$ cat config.mk
export PLATFORM = sky130hd
export DESIGN_NAME = variable_width_bit_packer_top
export DESIGN_NICKNAME = d
export VERILOG_FILES = /design/src/vwbp_pkg.sv /design/src/vwbp_bit_buffer.sv /design/src/vwbp_seq.sv /design/src/variable_width_bit_packer_top.sv
export SDC_FILE = /design/constraint.sdc
export NUM_CORES = 1
export LEC_CHECK = 0
export BUFFER_PORTS_ARGS = -buffer_cell sky130_fd_sc_hd__buf_4
export CAP_MARGIN = 15
export CELL_PAD_IN_SITES_DETAIL_PLACEMENT = 2
export CELL_PAD_IN_SITES_GLOBAL_PLACEMENT = 2
export CORE_ASPECT_RATIO = 0.5
export CORE_MARGIN = 2
export CORE_UTILIZATION = 38
export CTS_CLUSTER_DIAMETER = 200
export DETAILED_ROUTE_END_ITERATION = 10
export PLACE_DENSITY_LB_ADDON = 0.05
export RECOVER_POWER = 50
export SKIP_CTS_REPAIR_TIMING = 1
export SYNTH_ARGS = -nofsm -noshare
export SYNTH_HDL_FRONTEND = slang
export SYNTH_HIERARCHICAL = 1
export SYNTH_SLANG_ARGS = --single-unit
export TNS_END_PERCENT = 5
$ cat constraint.sdc
create_clock -name aclk -period 5.5 [get_ports aclk]
set_input_delay 1.1 -clock aclk [delete_from_list [all_inputs] [get_ports aclk]]
set_output_delay 1.1 -clock aclk [all_outputs]
set_load 0.02 [all_outputs]
$ cat src/vwbp_pkg.sv
`default_nettype none

package vwbp_pkg;

    // Fixed field widths of the item and result channels
    localparam int VALUE_W = 32;
    localparam int WIDTH_W = 6;
    localparam int BYTE_W  = 8;

    // Default upper limit on the packed field width
    localparam int MAX_WIDTH_DEF = 32;

    // Buffer commands from the sequencer to the bit buffer
    typedef struct packed {
        logic load;   // merge a new field above the pending bits
        logic shift;  // drop the oldest byte
        logic clear;  // empty the buffer at the end of a stream
    } bb_ctrl_t;

endpackage

`default_nettype wire

$ cat src/vwbp_bit_buffer.sv
`default_nettype none

module vwbp_bit_buffer #(
    parameter int MAX_WIDTH = vwbp_pkg::MAX_WIDTH_DEF,
    localparam int CNT_W = $clog2(MAX_WIDTH + 8)
) (
    input  wire logic                          aclk,
    input  wire logic                          aresetn,
    input  wire vwbp_pkg::bb_ctrl_t            ctrl,
    input  wire logic [vwbp_pkg::VALUE_W-1:0]  value,
    input  wire logic [vwbp_pkg::WIDTH_W-1:0]  width,
    output logic      [CNT_W-1:0]              count,
    output logic      [vwbp_pkg::BYTE_W-1:0]   low_byte
);

    localparam int BUF_W = MAX_WIDTH + 7;
    localparam int EXT_W = (MAX_WIDTH > vwbp_pkg::VALUE_W) ? MAX_WIDTH : vwbp_pkg::VALUE_W;

    logic [BUF_W-1:0]     buf_reg, buf_next;
    logic [CNT_W-1:0]     count_reg, count_next;
    logic [CNT_W-1:0]     w_sat;
    logic [EXT_W-1:0]     ext_value;
    logic [MAX_WIDTH-1:0] field;
    logic [BUF_W-1:0]     field_shifted;

    // Saturate the width and sign-extend the value
    always_comb begin
        if (width > vwbp_pkg::WIDTH_W'(MAX_WIDTH)) begin
            w_sat = CNT_W'(MAX_WIDTH);
        end else begin
            w_sat = CNT_W'(width);
        end
        for (int i = 0; i < EXT_W; i++) begin
            ext_value[i] = (i < vwbp_pkg::VALUE_W) ? value[i] : value[vwbp_pkg::VALUE_W-1];
        end
    end

    // Mask the field and place it above the pending bits
    always_comb begin
        for (int i = 0; i < MAX_WIDTH; i++) begin
            field[i] = ext_value[i] & (i < int'(w_sat));
        end
        field_shifted = BUF_W'(field) << count_reg[2:0];
    end

    // Shared buffer update: clear, merge or drop one byte
    always_comb begin
        buf_next   = buf_reg;
        count_next = count_reg;
        priority if (ctrl.clear) begin
            buf_next   = '0;
            count_next = '0;
        end else if (ctrl.load) begin
            buf_next   = buf_reg | field_shifted;
            count_next = count_reg + w_sat;
        end else if (ctrl.shift) begin
            buf_next   = buf_reg >> vwbp_pkg::BYTE_W;
            count_next = count_reg - CNT_W'(vwbp_pkg::BYTE_W);
        end else begin
            // Hold the pending bits
            buf_next   = buf_reg;
            count_next = count_reg;
        end
    end

    always_ff @(posedge aclk) begin
        if (!aresetn) begin
            buf_reg   <= '0;
            count_reg <= '0;
        end else begin
            buf_reg   <= buf_next;
            count_reg <= count_next;
        end
    end

    assign count    = count_reg;
    assign low_byte = buf_reg[vwbp_pkg::BYTE_W-1:0];

endmodule

`default_nettype wire

$ cat src/vwbp_seq.sv
`default_nettype none

module vwbp_seq #(
    parameter int MAX_WIDTH = vwbp_pkg::MAX_WIDTH_DEF,
    localparam int CNT_W = $clog2(MAX_WIDTH + 8)
) (
    input  wire logic                         aclk,
    input  wire logic                         aresetn,
    input  wire logic                         s_tvalid,
    output logic                              s_tready,
    input  wire logic                         s_tlast,
    input  wire logic [CNT_W-1:0]             count,
    input  wire logic [vwbp_pkg::BYTE_W-1:0]  low_byte,
    output vwbp_pkg::bb_ctrl_t                ctrl,
    output logic                              m_tvalid,
    input  wire logic                         m_tready,
    output logic      [vwbp_pkg::BYTE_W-1:0]  m_byte,
    output logic                              m_has_byte,
    output logic                              m_run_end,
    output logic                              m_stream_end
);

    typedef enum logic {
        ST_IDLE,
        ST_EMIT
    } state_t;

    state_t                      state_reg, state_next;
    logic                        last_reg, last_next;
    logic                        valid_reg, valid_next;
    logic [vwbp_pkg::BYTE_W-1:0] byte_reg, byte_next;
    logic                        has_reg, has_next;
    logic                        run_reg, run_next;
    logic                        stream_reg, stream_next;
    logic                        out_free;
    logic                        full_byte;
    logic [CNT_W-1:0]            remaining;
    logic                        item_done;

    assign out_free  = !valid_reg || m_tready;
    assign full_byte = count >= CNT_W'(vwbp_pkg::BYTE_W);
    assign remaining = count - CNT_W'(vwbp_pkg::BYTE_W);
    assign item_done = (remaining < CNT_W'(vwbp_pkg::BYTE_W))
                       && (!last_reg || remaining == '0);
    assign s_tready  = state_reg == ST_IDLE;

    // Sequence one byte per cycle out of the buffer while the output register is free
    always_comb begin
        state_next  = state_reg;
        last_next   = last_reg;
        valid_next  = valid_reg && !m_tready;
        byte_next   = byte_reg;
        has_next    = has_reg;
        run_next    = run_reg;
        stream_next = stream_reg;
        ctrl        = '0;
        unique case (state_reg)
            ST_IDLE: begin
                if (s_tvalid) begin
                    ctrl.load  = 1'b1;
                    last_next  = s_tlast;
                    state_next = ST_EMIT;
                end
            end
            ST_EMIT: begin
                if (out_free) begin
                    priority if (full_byte) begin
                        // Emit a complete byte
                        ctrl.shift  = 1'b1;
                        ctrl.clear  = item_done && last_reg;
                        valid_next  = 1'b1;
                        byte_next   = low_byte;
                        has_next    = 1'b1;
                        run_next    = item_done;
                        stream_next = item_done && last_reg;
                        if (item_done) begin
                            state_next = ST_IDLE;
                        end
                    end else if (last_reg) begin
                        // Flush the padded partial byte or the empty end marker
                        ctrl.clear  = 1'b1;
                        valid_next  = 1'b1;
                        has_next    = count != '0;
                        byte_next   = (count != '0) ? low_byte : '0;
                        run_next    = 1'b1;
                        stream_next = 1'b1;
                        state_next  = ST_IDLE;
                    end else begin
                        state_next = ST_IDLE;
                    end
                end
            end
            default: state_next = ST_IDLE;
        endcase
    end

    always_ff @(posedge aclk) begin
        if (!aresetn) begin
            state_reg <= ST_IDLE;
            valid_reg <= 1'b0;
        end else begin
            state_reg <= state_next;
            valid_reg <= valid_next;
        end
        last_reg   <= last_next;
        byte_reg   <= byte_next;
        has_reg    <= has_next;
        run_reg    <= run_next;
        stream_reg <= stream_next;
    end

    assign m_tvalid     = valid_reg;
    assign m_byte       = byte_reg;
    assign m_has_byte   = has_reg;
    assign m_run_end    = run_reg;
    assign m_stream_end = stream_reg;

`ifndef SYNTH
    // The end of a stream always closes the item's run
    a_stream_closes_run: assert property (@(posedge aclk) disable iff (!aresetn)
        valid_reg && stream_reg |-> run_reg)
        else $error("stream end without run end");

    // An empty result is only the end marker and carries a zero byte
    a_empty_is_marker: assert property (@(posedge aclk) disable iff (!aresetn)
        valid_reg && !has_reg |-> stream_reg && byte_reg == '0)
        else $error("empty result is not a clean end marker");

    // Between items fewer than a byte of bits is pending
    a_idle_partial: assert property (@(posedge aclk) disable iff (!aresetn)
        state_reg == ST_IDLE |-> count < CNT_W'(vwbp_pkg::BYTE_W))
        else $error("whole byte left in buffer while idle");

    // A transfer in always starts the emit sequence
    a_accept_emits: assert property (@(posedge aclk) disable iff (!aresetn)
        s_tvalid && s_tready |=> state_reg == ST_EMIT)
        else $error("accepted item did not start emitting");
`endif

endmodule

`default_nettype wire

$ cat src/variable_width_bit_packer_top.sv
`default_nettype none

// LSB-first variable-width bit packer.
// Input channel s_*: one transfer carries a signed value and a field width;
// s_tlast marks the final item of a stream. The low width bits of the value
// (width saturated to MAX_WIDTH, 0 adds nothing) are appended above the
// pending bits, and each complete byte leaves on the m_* channel oldest first.
// On the last item the padded partial byte is flushed; if that item yields
// no byte, a single result with has_byte clear marks the stream end.
// m_tlast is set on the last result of each input item.
// Sequence: an item is first loaded into the bit buffer, then the shared
// shift-and-count unit sends one result per cycle while the output is free;
// a non-last item that yields no byte returns to idle without a result. The
// first byte is registered in the output register after the buffer load.
// s_tready is high only while the sequencer is idle.
// A stalled receiver holds the output register and pauses the sequencer; the
// next item may still be accepted while the final result waits.
// Reset (aresetn low, synchronous) empties the bit buffer and the output.
module variable_width_bit_packer_top #(
    parameter int MAX_WIDTH = vwbp_pkg::MAX_WIDTH_DEF
) (
    input  wire logic        aclk,
    input  wire logic        aresetn,
    input  wire logic        s_tvalid,
    output logic             s_tready,
    input  wire logic [39:0] s_tdata,  // [31:0] value, [37:32] width, [39:38] zero
    input  wire logic        s_tlast,  // last
    output logic             m_tvalid,
    input  wire logic        m_tready,
    output logic      [7:0]  m_tdata,  // [7:0] packed_byte
    output logic      [1:0]  m_tuser,  // [0] has_byte, [1] stream_end
    output logic             m_tlast   // run_end
);

    localparam int CNT_W = $clog2(MAX_WIDTH + 8);

    vwbp_pkg::bb_ctrl_t          ctrl;
    logic [CNT_W-1:0]            count;
    logic [vwbp_pkg::BYTE_W-1:0] low_byte;
    logic                        has_byte;
    logic                        stream_end;

    vwbp_bit_buffer #(
        .MAX_WIDTH (MAX_WIDTH)
    ) u_buffer (
        .aclk     (aclk),
        .aresetn  (aresetn),
        .ctrl     (ctrl),
        .value    (s_tdata[vwbp_pkg::VALUE_W-1:0]),
        .width    (s_tdata[vwbp_pkg::VALUE_W +: vwbp_pkg::WIDTH_W]),
        .count    (count),
        .low_byte (low_byte)
    );

    vwbp_seq #(
        .MAX_WIDTH (MAX_WIDTH)
    ) u_seq (
        .aclk         (aclk),
        .aresetn      (aresetn),
        .s_tvalid     (s_tvalid),
        .s_tready     (s_tready),
        .s_tlast      (s_tlast),
        .count        (count),
        .low_byte     (low_byte),
        .ctrl         (ctrl),
        .m_tvalid     (m_tvalid),
        .m_tready     (m_tready),
        .m_byte       (m_tdata),
        .m_has_byte   (has_byte),
        .m_run_end    (m_tlast),
        .m_stream_end (stream_end)
    );

    assign m_tuser = {stream_end, has_byte};

endmodule

`default_nettype wire

==> results of run 1 <==
-- power groups by stage --
stage | Combinational, mW | Sequential (mW) | Clock [mW]
floorplan | 0.484 | 0.593 | 0
global placement | 0.655 | 0.595 | 0
detailed placement | 0.676 | 0.599 | 0
CTS | 0.684 | 0.591 | 0.645
global route | 0.728 | 0.599 | 0.664
finish | 0.662 | 0.591 | 0.637
-- cells in the final DEF (no fill, tap or decap), types with 12 or more instances in the layout --
cell	Yosys	final
inv_1	24	24
a21oi_1	45	45
dfxtp_1	47	45
buf_4	14	48
clkbuf_1	26	13
nor2_1	46	45
a211oi_1	13	13
nand2_1	29	29
edfxtp_1	12	12
mux2i_1	25	25
o21ai_0	36	36
o211ai_1	15	15
-- worst max-delay path, stage by stage --
cell and delay, ns:
buf_4 0.23, or4b_1 0.68, o311ai_0 0.98, mux2i_1 0.26, a221oi_1 0.32, nor3_1 0.09
-- cell type report --
cell class	count	area [sq um]
clock buffers	9	225
clock inverters	7	106
fillers	1400	7050
inverters	26	97.6
multi-input cells	435	3100
flip-flops and latches	59	1300
well taps	170	213
repair buffers	62	417
-- worst max-delay path by stage --
stage                            to  slack [ns]  cells past startpoint
2_1_floorplan     u_buffer/count[5]        2.57                     10
3_3_place_gp   u_buffer/buf_reg[34]        1.85                      6
3_5_place_dp   u_buffer/buf_reg[34]        1.80                      6
4_1_cts        u_buffer/buf_reg[34]        2.15                      6
5_1_grt        u_buffer/buf_reg[34]        1.91                      6
6_report       u_buffer/buf_reg[34]        2.04                      6
-- per-stage QoR --
stage | instance area, sq um | power (mW) | hold slack [ns]
floorplan | 4820 | 1.08 | 0.424
global placement | 5200 | 1.25 | 0.434
detailed placement | 5200 | 1.27 | 0.449
CTS | 5530 | 1.92 | 0.457
global route | 5470 | 1.99 | 0.503
finish | 5470 | 1.89 | 0.453
-- cell families after synthesis --
kind of cell / share of synthesized area [%]
AND/OR/NAND/NOR: 18.2
adder cells (fa/ha/maj): 2.49
flip-flops: 27.0
buffers and inverters: 8.54
multiplexers: 11.6
AO/OA/AOI/OAI: 31.1
XOR/XNOR: 1.09
-- routing by layer --
layer	global-route usage, %	up-vias
li1	-	2237
met1	43.3	2430
met2	39.5	134
met3	4.82	14
met4	4.67	0
met5	0	-
-- synthesized netlist by cell type, drive strengths merged, types with 4 or more instances --
cell type  number  area [sq um]
o21ai          36           180
a21oi          45           225
o211ai         15           113
edfxtp         12           360
buf            35           216
and2           11          88.8
o31ai           4          30.0
clkbuf         26          97.6
inv            24          90.1
or2             8          50.1
o311ai          6          52.6
or3             5          36.3
nor4b           5          50.0
nor2b          13          81.3
dfxtp          47           941
nor2           46           173
a221oi          9          78.8
and3            8          50.1
xor2            4          35.0
a41oi           6          52.6
nand3           7          35.0
mux4            9           206
nor3           10          50.1
a311oi          6          52.6
nand2b          8          50.1
mux2i          25           250
o22ai           5          31.3
a31oi          11          68.8
nand2          29           109
a211o           5          43.8
o221ai          4          35.0
a21o            6          45.0
a211oi         14           110
mux2            9           101
ha              8           100
==> metrics.log, run 1 <==
[metrics] TritonCTS buffer count: 9
[metrics] hold path start: u_buffer/buf_reg[15]
[metrics] placed cell count: 752
[metrics] number of enable-type register cells in the synthesized netlist: 12
[metrics] Hold WC Path Type: register to register
[metrics] post-synth net total: 635
[metrics] crit path kind: primary input to register
[metrics] number of max-cap violations: 0
[metrics] clock edge transition at the registers on the reported setup and hold paths: around 0.050 ns
[metrics] total internal power: 1.21 mW
[metrics] worst IR drop on VDD: 172 uV
[metrics] sequential power share: 31.3%
[metrics] hold violation count in the final report: 0
[metrics] Worst Path Max Fanout: 32
[metrics] number of global-route vias before repair: about 4800
[metrics] Layout Area Growth over Synthesis: 13.4%
[metrics] part of the total power dissipated in combinational logic: 35.0%
[metrics] run status: finished clean
[metrics] final setup fails: 0
[metrics] GRT Total Usage: 27.7%
[metrics] total wirelength of the detailed-routed design: 18200 um
[metrics] routed metal-1 wire length: 9620 um
[metrics] synthesized area per cell: roughly 8.3 sq um
[metrics] number of warnings printed during yosys synthesis: 6
[metrics] Die Y: 83.6 um
[metrics] worst slew pin tran: 1.10 ns
[metrics] share of post-route cells with drive strength above 1: 17.1%
[metrics] setup slack of the most critical reg-to-reg path: 2.26 ns
[metrics] critical path arrival: 3.67 ns
[metrics] power density of the placed cells: 346 nW/um^2
[metrics] Max Clock Freq: 289 MHz
[metrics] prevailing post-synth register cell: dfxtp_1
[metrics] TritonCTS clock tree: done
[metrics] switch share: approximately 36%
[metrics] Hold Crit Endpoint: u_buffer/buf_reg[15]
[metrics] power share of the clock group: 33.7%
[metrics] switching power total: 0.678 mW
[metrics] instance count of the mapped netlist: 581
[metrics] Die W: 163 um
[metrics] initial core utilization: 38.5%
[metrics] worst-case clock skew: 0.00448 ns
[metrics] number of antenna-violating nets in the routed design: 0
[metrics] Detail Route met3 WL: slightly above 1000 um
[metrics] insertion delay to the later sink of the worst-skew pair: between 0.3 and 0.4 ns
[metrics] area enclosed by the die boundary: ~14000 sq um
[metrics] filler-free cell count of the finished design: about 770
[metrics] DRC violation count after routing: 0
[metrics] routed wire length per instance: 23.7 um
[metrics] Remaining Overflow, GRT: 0
[metrics] cell at the root of the clock tree: clkbuf_16
[metrics] vias per cell: 6.27
[metrics] vias after detailed routing: 4815
[metrics] total negative slack: 0 ns
[metrics] period utilisation layout: a little over three fifths
[metrics] number of synthesized register bits: between 50 and 60
[metrics] total I/O pin count: 58
[metrics] final setup slack of the worst path: 2.04 ns
[metrics] antenna violations before repair: 0
[metrics] total met2 wirelength after detailed routing: about 7400 um
[metrics] min cycle time layout: 3.46 ns
[metrics] total number of H-tree levels: 3
[metrics] core area: 12500 sq um
[metrics] async set or reset register ratio after synthesis: 0%
[metrics] critical path startpoint category: primary input
[metrics] sequential area share after synthesis: between 20% and 30%
[metrics] number of buffers inserted by port buffering: 55
[metrics] total number of placement rows: 29
[metrics] endpoint kind of the worst setup timing path: register
[metrics] FF-to-FF path depth: 8
[metrics] launching point of the worst reg2reg path: u_buffer/count[3]
[metrics] capturing point of the worst reg2reg path: u_buffer/buf_reg[20]
[metrics] LEAKAGE: 1.97 nW
[metrics] total number of nets in the final design: approximately 650
[metrics] worst setup timing slack at the placement stage: 1.80 ns
[metrics] crit path launch: s_tdata[37]
[metrics] clock tree buffer depth: 2
[metrics] uppermost routed layer: met4
[metrics] max-slew headroom at the worst pin: 26.0%
[metrics] pin count of the biggest net entering global routing: 60
[metrics] max-slew violation count: 0
[metrics] Largest register FFs: 39
[metrics] HPWL after DPL: 13100 um
[metrics] diode count: 0
[metrics] Cell Area, Synth: 4820 sq um
[metrics] post-layout utilization of the core: 43.7%
[metrics] number of instances on the worst hold path: 2
[metrics] sink count of the clock tree: 59
[metrics] unique cell type count in the Yosys netlist: between 70 and 80
[metrics] router iterations before antenna repair: 5
[metrics] first-pass GRT wire length: 28600 um
[metrics] required time at the endpoint of the critical path: 5.71 ns
[metrics] setup repair after global routing missed its margin: false
[metrics] number of design-rule violations left by the first detailed-router iteration: 328
[metrics] global placer's final weighted congestion: 0.818
Note: power is estimated with default switching activity, not from simulation.
==> run 2: changes to the inputs <==
- CORE_UTILIZATION: 38 -> 32
- clock period: 5.5 -> 3.15 ns (I/O delays scaled with it)
==> metrics.log, run 2 (same netlist as run 1, synthesis figures left out) <==
[metrics] Filler Cell Count: approximately 1700
[metrics] Critical path buffers and inverters: 1
[metrics] Max Clock Freq: 362 MHz
[metrics] part of the total power dissipated in combinational logic: 38.5%
[metrics] register area: 1300 sq um
[metrics] total wirelength of the detailed-routed design: 18900 um
[metrics] LEAKAGE: 1.99 nW
[metrics] clock edge transition at the registers on the reported setup and hold paths: 0.05 ns
[metrics] vias per cell: a little under 6
[metrics] max-slew headroom at the worst pin: between 40% and 50%
[metrics] Layout Area Growth over Synthesis: 14.4%
[metrics] antenna violations before repair: 0
[metrics] HPWL after DPL: 14200 um
[metrics] Hold WS: 0.469 ns
[metrics] worst-case clock skew: 0.00777 ns
[metrics] sink count of the clock tree: 59
[metrics] area enclosed by the die boundary: 16100 sq um
[metrics] number of global-route vias before repair: between 4000 and 5000
[metrics] hold violation count in the final report: 0
[metrics] post-detailed-placement cell area: 5340 sq um
[metrics] cell mode on critical path: a21oi_1
[metrics] GRT Total Usage: 23.8%
[metrics] total I/O pin count: 58
[metrics] Die Y: 90.8 um
[metrics] sequential power share: 33.6%
[metrics] switching power total: 1.18 mW
[metrics] highest cell delay on the worst timing path: 0.47 ns
[metrics] global placer's final weighted congestion: between 0.8 and 0.9
[metrics] total number of H-tree levels: 3
[metrics] area of the multi-input gates: approximately 3100 sq um
[metrics] core area: 14600 sq um
[metrics] cell at the root of the clock tree: clkbuf_16
[metrics] period utilisation layout: 87.6%
[metrics] critical path startpoint category: register
[metrics] total number of nets in the final design: between 600 and 700
[metrics] final setup fails: 0
[metrics] number of antenna-violating nets in the routed design: 0
[metrics] worst IR drop on VDD: 232 uV
[metrics] Die W: around 180 um
[metrics] switch share: 38.4%
[metrics] power share of the clock group: between 20% and 30%
[metrics] final setup slack of the worst path: 0.391 ns
[metrics] Worst Path Max Fanout: 12
[metrics] total number of placement rows: 31
[metrics] cell family with the largest share of critical-path delay: simple AND/OR/NAND/NOR gates
[metrics] list of cells traversed by the critical path: ha_1 > nor4b_1 > nor2_1 > o2111a_1 > nand2b_1 > clkbuf_1 > a21oi_1 > o41ai_1 > a21oi_1
[metrics] clock tree buffer depth: 2
[metrics] total internal power: 1.89 mW
[metrics] run status: finished clean
[metrics] share of post-route cells with drive strength above 1: 17.5%
[metrics] required time at the endpoint of the critical path: 3.41 ns
[metrics] pin count of the biggest net entering global routing: 47
[metrics] max-slew violation count: 0
[metrics] insertion delay to the later sink of the worst-skew pair: 0.33 ns
[metrics] routed wire length per instance: ~23 um
[metrics] router iterations before antenna repair: 5
[metrics] post-layout total power: just over 3 mW
[metrics] vias after detailed routing: 4785
[metrics] commonest non-fill, non-tap cell in the layout: buf_4
[metrics] DRC violation count after routing: 0
[metrics] total negative slack: 0 ns
[metrics] Largest register FFs: 39
[metrics] crit path kind: register to register
[metrics] worst slew pin tran: 0.832 ns
[metrics] Finished Cell Area: 5510 sq um
[metrics] TritonCTS buffer count: 9
[metrics] worst setup timing slack at the placement stage: 0.325 ns
[metrics] endpoint kind of the worst setup timing path: register
[metrics] setup repair after global routing missed its margin: false
[metrics] number of design-rule violations left by the first detailed-router iteration: 328
[metrics] Critical Path Slowest Stage Cell: dfxtp_1
[metrics] Hold WC Path Type: register to register
[metrics] commonest cells after routing, fill and taps aside: 57 x buf_4, 45 x nor2_1, 45 x a21oi_1, 45 x dfxtp_1, 36 x o21ai_0
[metrics] number of max-cap violations: 0
[metrics] min cycle time layout: 2.76 ns
[metrics] critical path arrival: 3.01 ns
[metrics] TritonCTS clock tree: done
[metrics] first-pass GRT wire length: between 20000 and 30000 um
[metrics] power density of the placed cells: 558 nW/um^2
[metrics] number of buffers inserted by port buffering: 55
[metrics] Remaining Overflow, GRT: 0
[metrics] initial core utilization: 33.1%
==> run 2: changes by cell type in the layout (fill, tap and decap cells not counted) <==
cell	previous run	this run
or3_1	4	5
clkbuf_1	13	17
bufinv_16	3	0
nor2b_2	2	1
buf_12	0	1
diode_2	0	1
clkinv_1	5	6
buf_4	48	57
or3_4	1	0
nor2b_1	11	12
==> run 2: layer usage <==
metal / global-route usage (%) / routed length, um
met1: 38.6 / 10400
met2: 32.5 / 7390
met3: 4.50 / 1100
met4: 2.66 / 43
met5: 0 / 0
==> run 2: final timing paths <==
kind                   startpoint                   end  slack, ns  depth (start not counted)
min reg2reg  u_buffer/buf_reg[15]  u_buffer/buf_reg[15]       0.47                          2
max reg2reg     u_buffer/count[3]   u_buffer/buf_reg[6]       0.39                          9
max             u_buffer/count[3]   u_buffer/buf_reg[6]       0.39                          9
min          u_buffer/buf_reg[15]  u_buffer/buf_reg[15]       0.47                          2
==> run 2: layout make-up <==
cell class	instances	share of cell area, %
clock inverters	5	0.363
inverters	26	1.77
well taps	198	4.49
multi-input cells	435	56.2
diodes	1	0.0454
repair buffers	74	9.28
clock buffers	11	4.22
flip-flops and latches	59	23.6
==> run 2: power groups by stage <==
stage               clock (mW)  sequential, mW  combinational, mW
finish                   0.857            1.03               1.19
global route             0.919            1.05               1.30
CTS                      0.875            1.03               1.24
detailed placement           0            1.05               1.23
global placement             0            1.04               1.20
floorplan                    0            1.03              0.845
==> run 2: worst register-to-register path, delay by kind of cell (launching register included) <==
family | cells | cell delay (ns)
buffers and inverters | 1 | 0.35
adder cells (fa/ha/maj) | 1 | 0.21
flip-flops | 1 | 0.47
AO/OA/AOI/OAI | 4 | 0.77
AND/OR/NAND/NOR | 3 | 0.88
==> run 2: per-stage QoR <==
stage,utilization (%),cells
finish,37.8,809
global route,37.8,808
CTS,38.3,808
detailed placement,36.6,792
global placement,36.6,792
floorplan,-,581
==> run 3: changes to the inputs <==
- MAX_ROUTING_LAYER: not set -> met4
==> metrics.log, run 3 (same netlist as run 1, synthesis figures left out) <==
[metrics] first-pass GRT wire length: approximately 29000 um
[metrics] Filler Cell Count: 1707
[metrics] post-layout total power: 3.08 mW
[metrics] LEAKAGE: 1.99 nW
[metrics] pin count of the biggest net entering global routing: 47
[metrics] global placer's final weighted congestion: 0.836
[metrics] worst slew pin tran: 0.810 ns
[metrics] Largest register FFs: 39
[metrics] crit path kind: register to register
[metrics] Die Y: 90.8 um
[metrics] number of design-rule violations left by the first detailed-router iteration: 314
[metrics] sink count of the clock tree: 59
[metrics] vias per cell: 5.92
[metrics] total number of nets in the final design: around 660
[metrics] period utilisation layout: 87.6%
[metrics] worst IR drop on VDD: between 200 and 250 uV
[metrics] share of post-route cells with drive strength above 1: 17.5%
[metrics] Worst Path Max Fanout: 12
[metrics] insertion delay to the later sink of the worst-skew pair: ~0.33 ns
[metrics] total number of placement rows: 31
[metrics] critical path arrival: 3.02 ns
[metrics] total negative slack: 0 ns
[metrics] max-slew violation count: 0
[metrics] Hold WC Path Type: register to register
[metrics] power density of the placed cells: 559 nW/um^2
[metrics] clock edge transition at the registers on the reported setup and hold paths: 0.05 ns
[metrics] max-slew headroom at the worst pin: a little under half
[metrics] GRT Total Usage: 24.5%
[metrics] total wirelength of the detailed-routed design: 18900 um
[metrics] core area: 14600 sq um
[metrics] antenna violations before repair: 0
[metrics] total number of H-tree levels: 3
[metrics] TritonCTS buffer count: 9
[metrics] TritonCTS clock tree: done
[metrics] initial core utilization: 33.1%
[metrics] required time at the endpoint of the critical path: 3.41 ns
[metrics] DRC violation count after routing: 0
[metrics] final setup fails: 0
[metrics] worst-case clock skew: between 0.007 and 0.008 ns
[metrics] area enclosed by the die boundary: 16100 sq um
[metrics] hold violation count in the final report: 0
[metrics] clock tree buffer depth: 2
[metrics] routed wire length per instance: 23.3 um
[metrics] Die W: about 180 um
[metrics] HPWL after DPL: 14200 um
[metrics] number of buffers inserted by port buffering: 55
[metrics] Max Clock Freq: about 360 MHz
[metrics] FF-to-FF path depth: 9
[metrics] run status: finished clean
[metrics] number of max-cap violations: 0
[metrics] commonest cells after routing, fill and taps aside: 57 x buf_4, 45 x nor2_1, 45 x a21oi_1, 45 x dfxtp_1, 36 x o21ai_0
[metrics] Layout Area Growth over Synthesis: 14.4%
[metrics] number of global-route vias before repair: 4635
[metrics] number of antenna-violating nets in the routed design: 0
[metrics] endpoint kind of the worst setup timing path: register
[metrics] setup repair after global routing missed its margin: false
[metrics] cell at the root of the clock tree: clkbuf_16
[metrics] number of instances on the worst hold path: 2
[metrics] Finished Cell Area: around 5500 sq um
[metrics] min cycle time layout: 2.76 ns
[metrics] router iterations before antenna repair: 5
[metrics] commonest non-fill, non-tap cell in the layout: buf_4
[metrics] Remaining Overflow, GRT: 0
[metrics] total I/O pin count: 58
[metrics] post-detailed-placement cell area: 5340 sq um
[metrics] vias after detailed routing: 4789
[metrics] critical path startpoint category: register
[run 3: metal layers]
layer	GRT usage (%)	wire (um)	share of wire [%]
met5	-	0	0
met4	2.66	63	0.33
met3	4.34	1160	6.2
met2	32.4	7300	39
met1	38.7	10400	55
[run 3: final cells by class]
type                            count  area, sq um  area share [%]
Antenna cell                        1         2.50          0.0454
Clock buffer                       11          233            4.22
Clock inverter                      5         20.0           0.363
Inverter                           26         97.6            1.77
Multi-Input combinational cell    435         3100            56.2
Sequential cell                    59         1300            23.6
Tap cell                          198          248            4.49
Timing Repair Buffer               74          512            9.28
[run 3: critical path, stage by stage, from the launching register on]
cell and delay, ns:
dfxtp_1 0.47, ha_1 0.21, nor4b_1 0.44, nor2_1 0.22, o2111a_1 0.31, nand2b_1 0.21, clkbuf_1 0.36, a21oi_1 0.22
o41ai_1 0.09, a21oi_1 0.15
[run 3: metrics by stage]
stage | hold slack, ns | worst slack (ns) | cells | utilization, %
after floorplan | 0.424 | 0.695 | 581 | -
after global placement | 0.439 | 0.363 | 792 | 36.6
after detailed placement | 0.453 | 0.325 | 792 | 36.6
after CTS | 0.462 | 0.432 | 808 | 38.3
after global routing | 0.479 | 0.142 | 808 | 37.8
final | 0.469 | 0.390 | 809 | 37.8
[run 3: power breakdown]
part	internal, mW	switching [mW]
sequential	0.923	0.112
combinational	0.452	0.736
clock	0.519	0.337
[run 3: final timing paths]
path                     endpoint  slack (ns)                  from
max           u_buffer/buf_reg[6]        0.39     u_buffer/count[3]
min          u_buffer/buf_reg[15]        0.47  u_buffer/buf_reg[15]
max reg2reg   u_buffer/buf_reg[6]        0.39     u_buffer/count[3]
min reg2reg  u_buffer/buf_reg[15]        0.47  u_buffer/buf_reg[15]
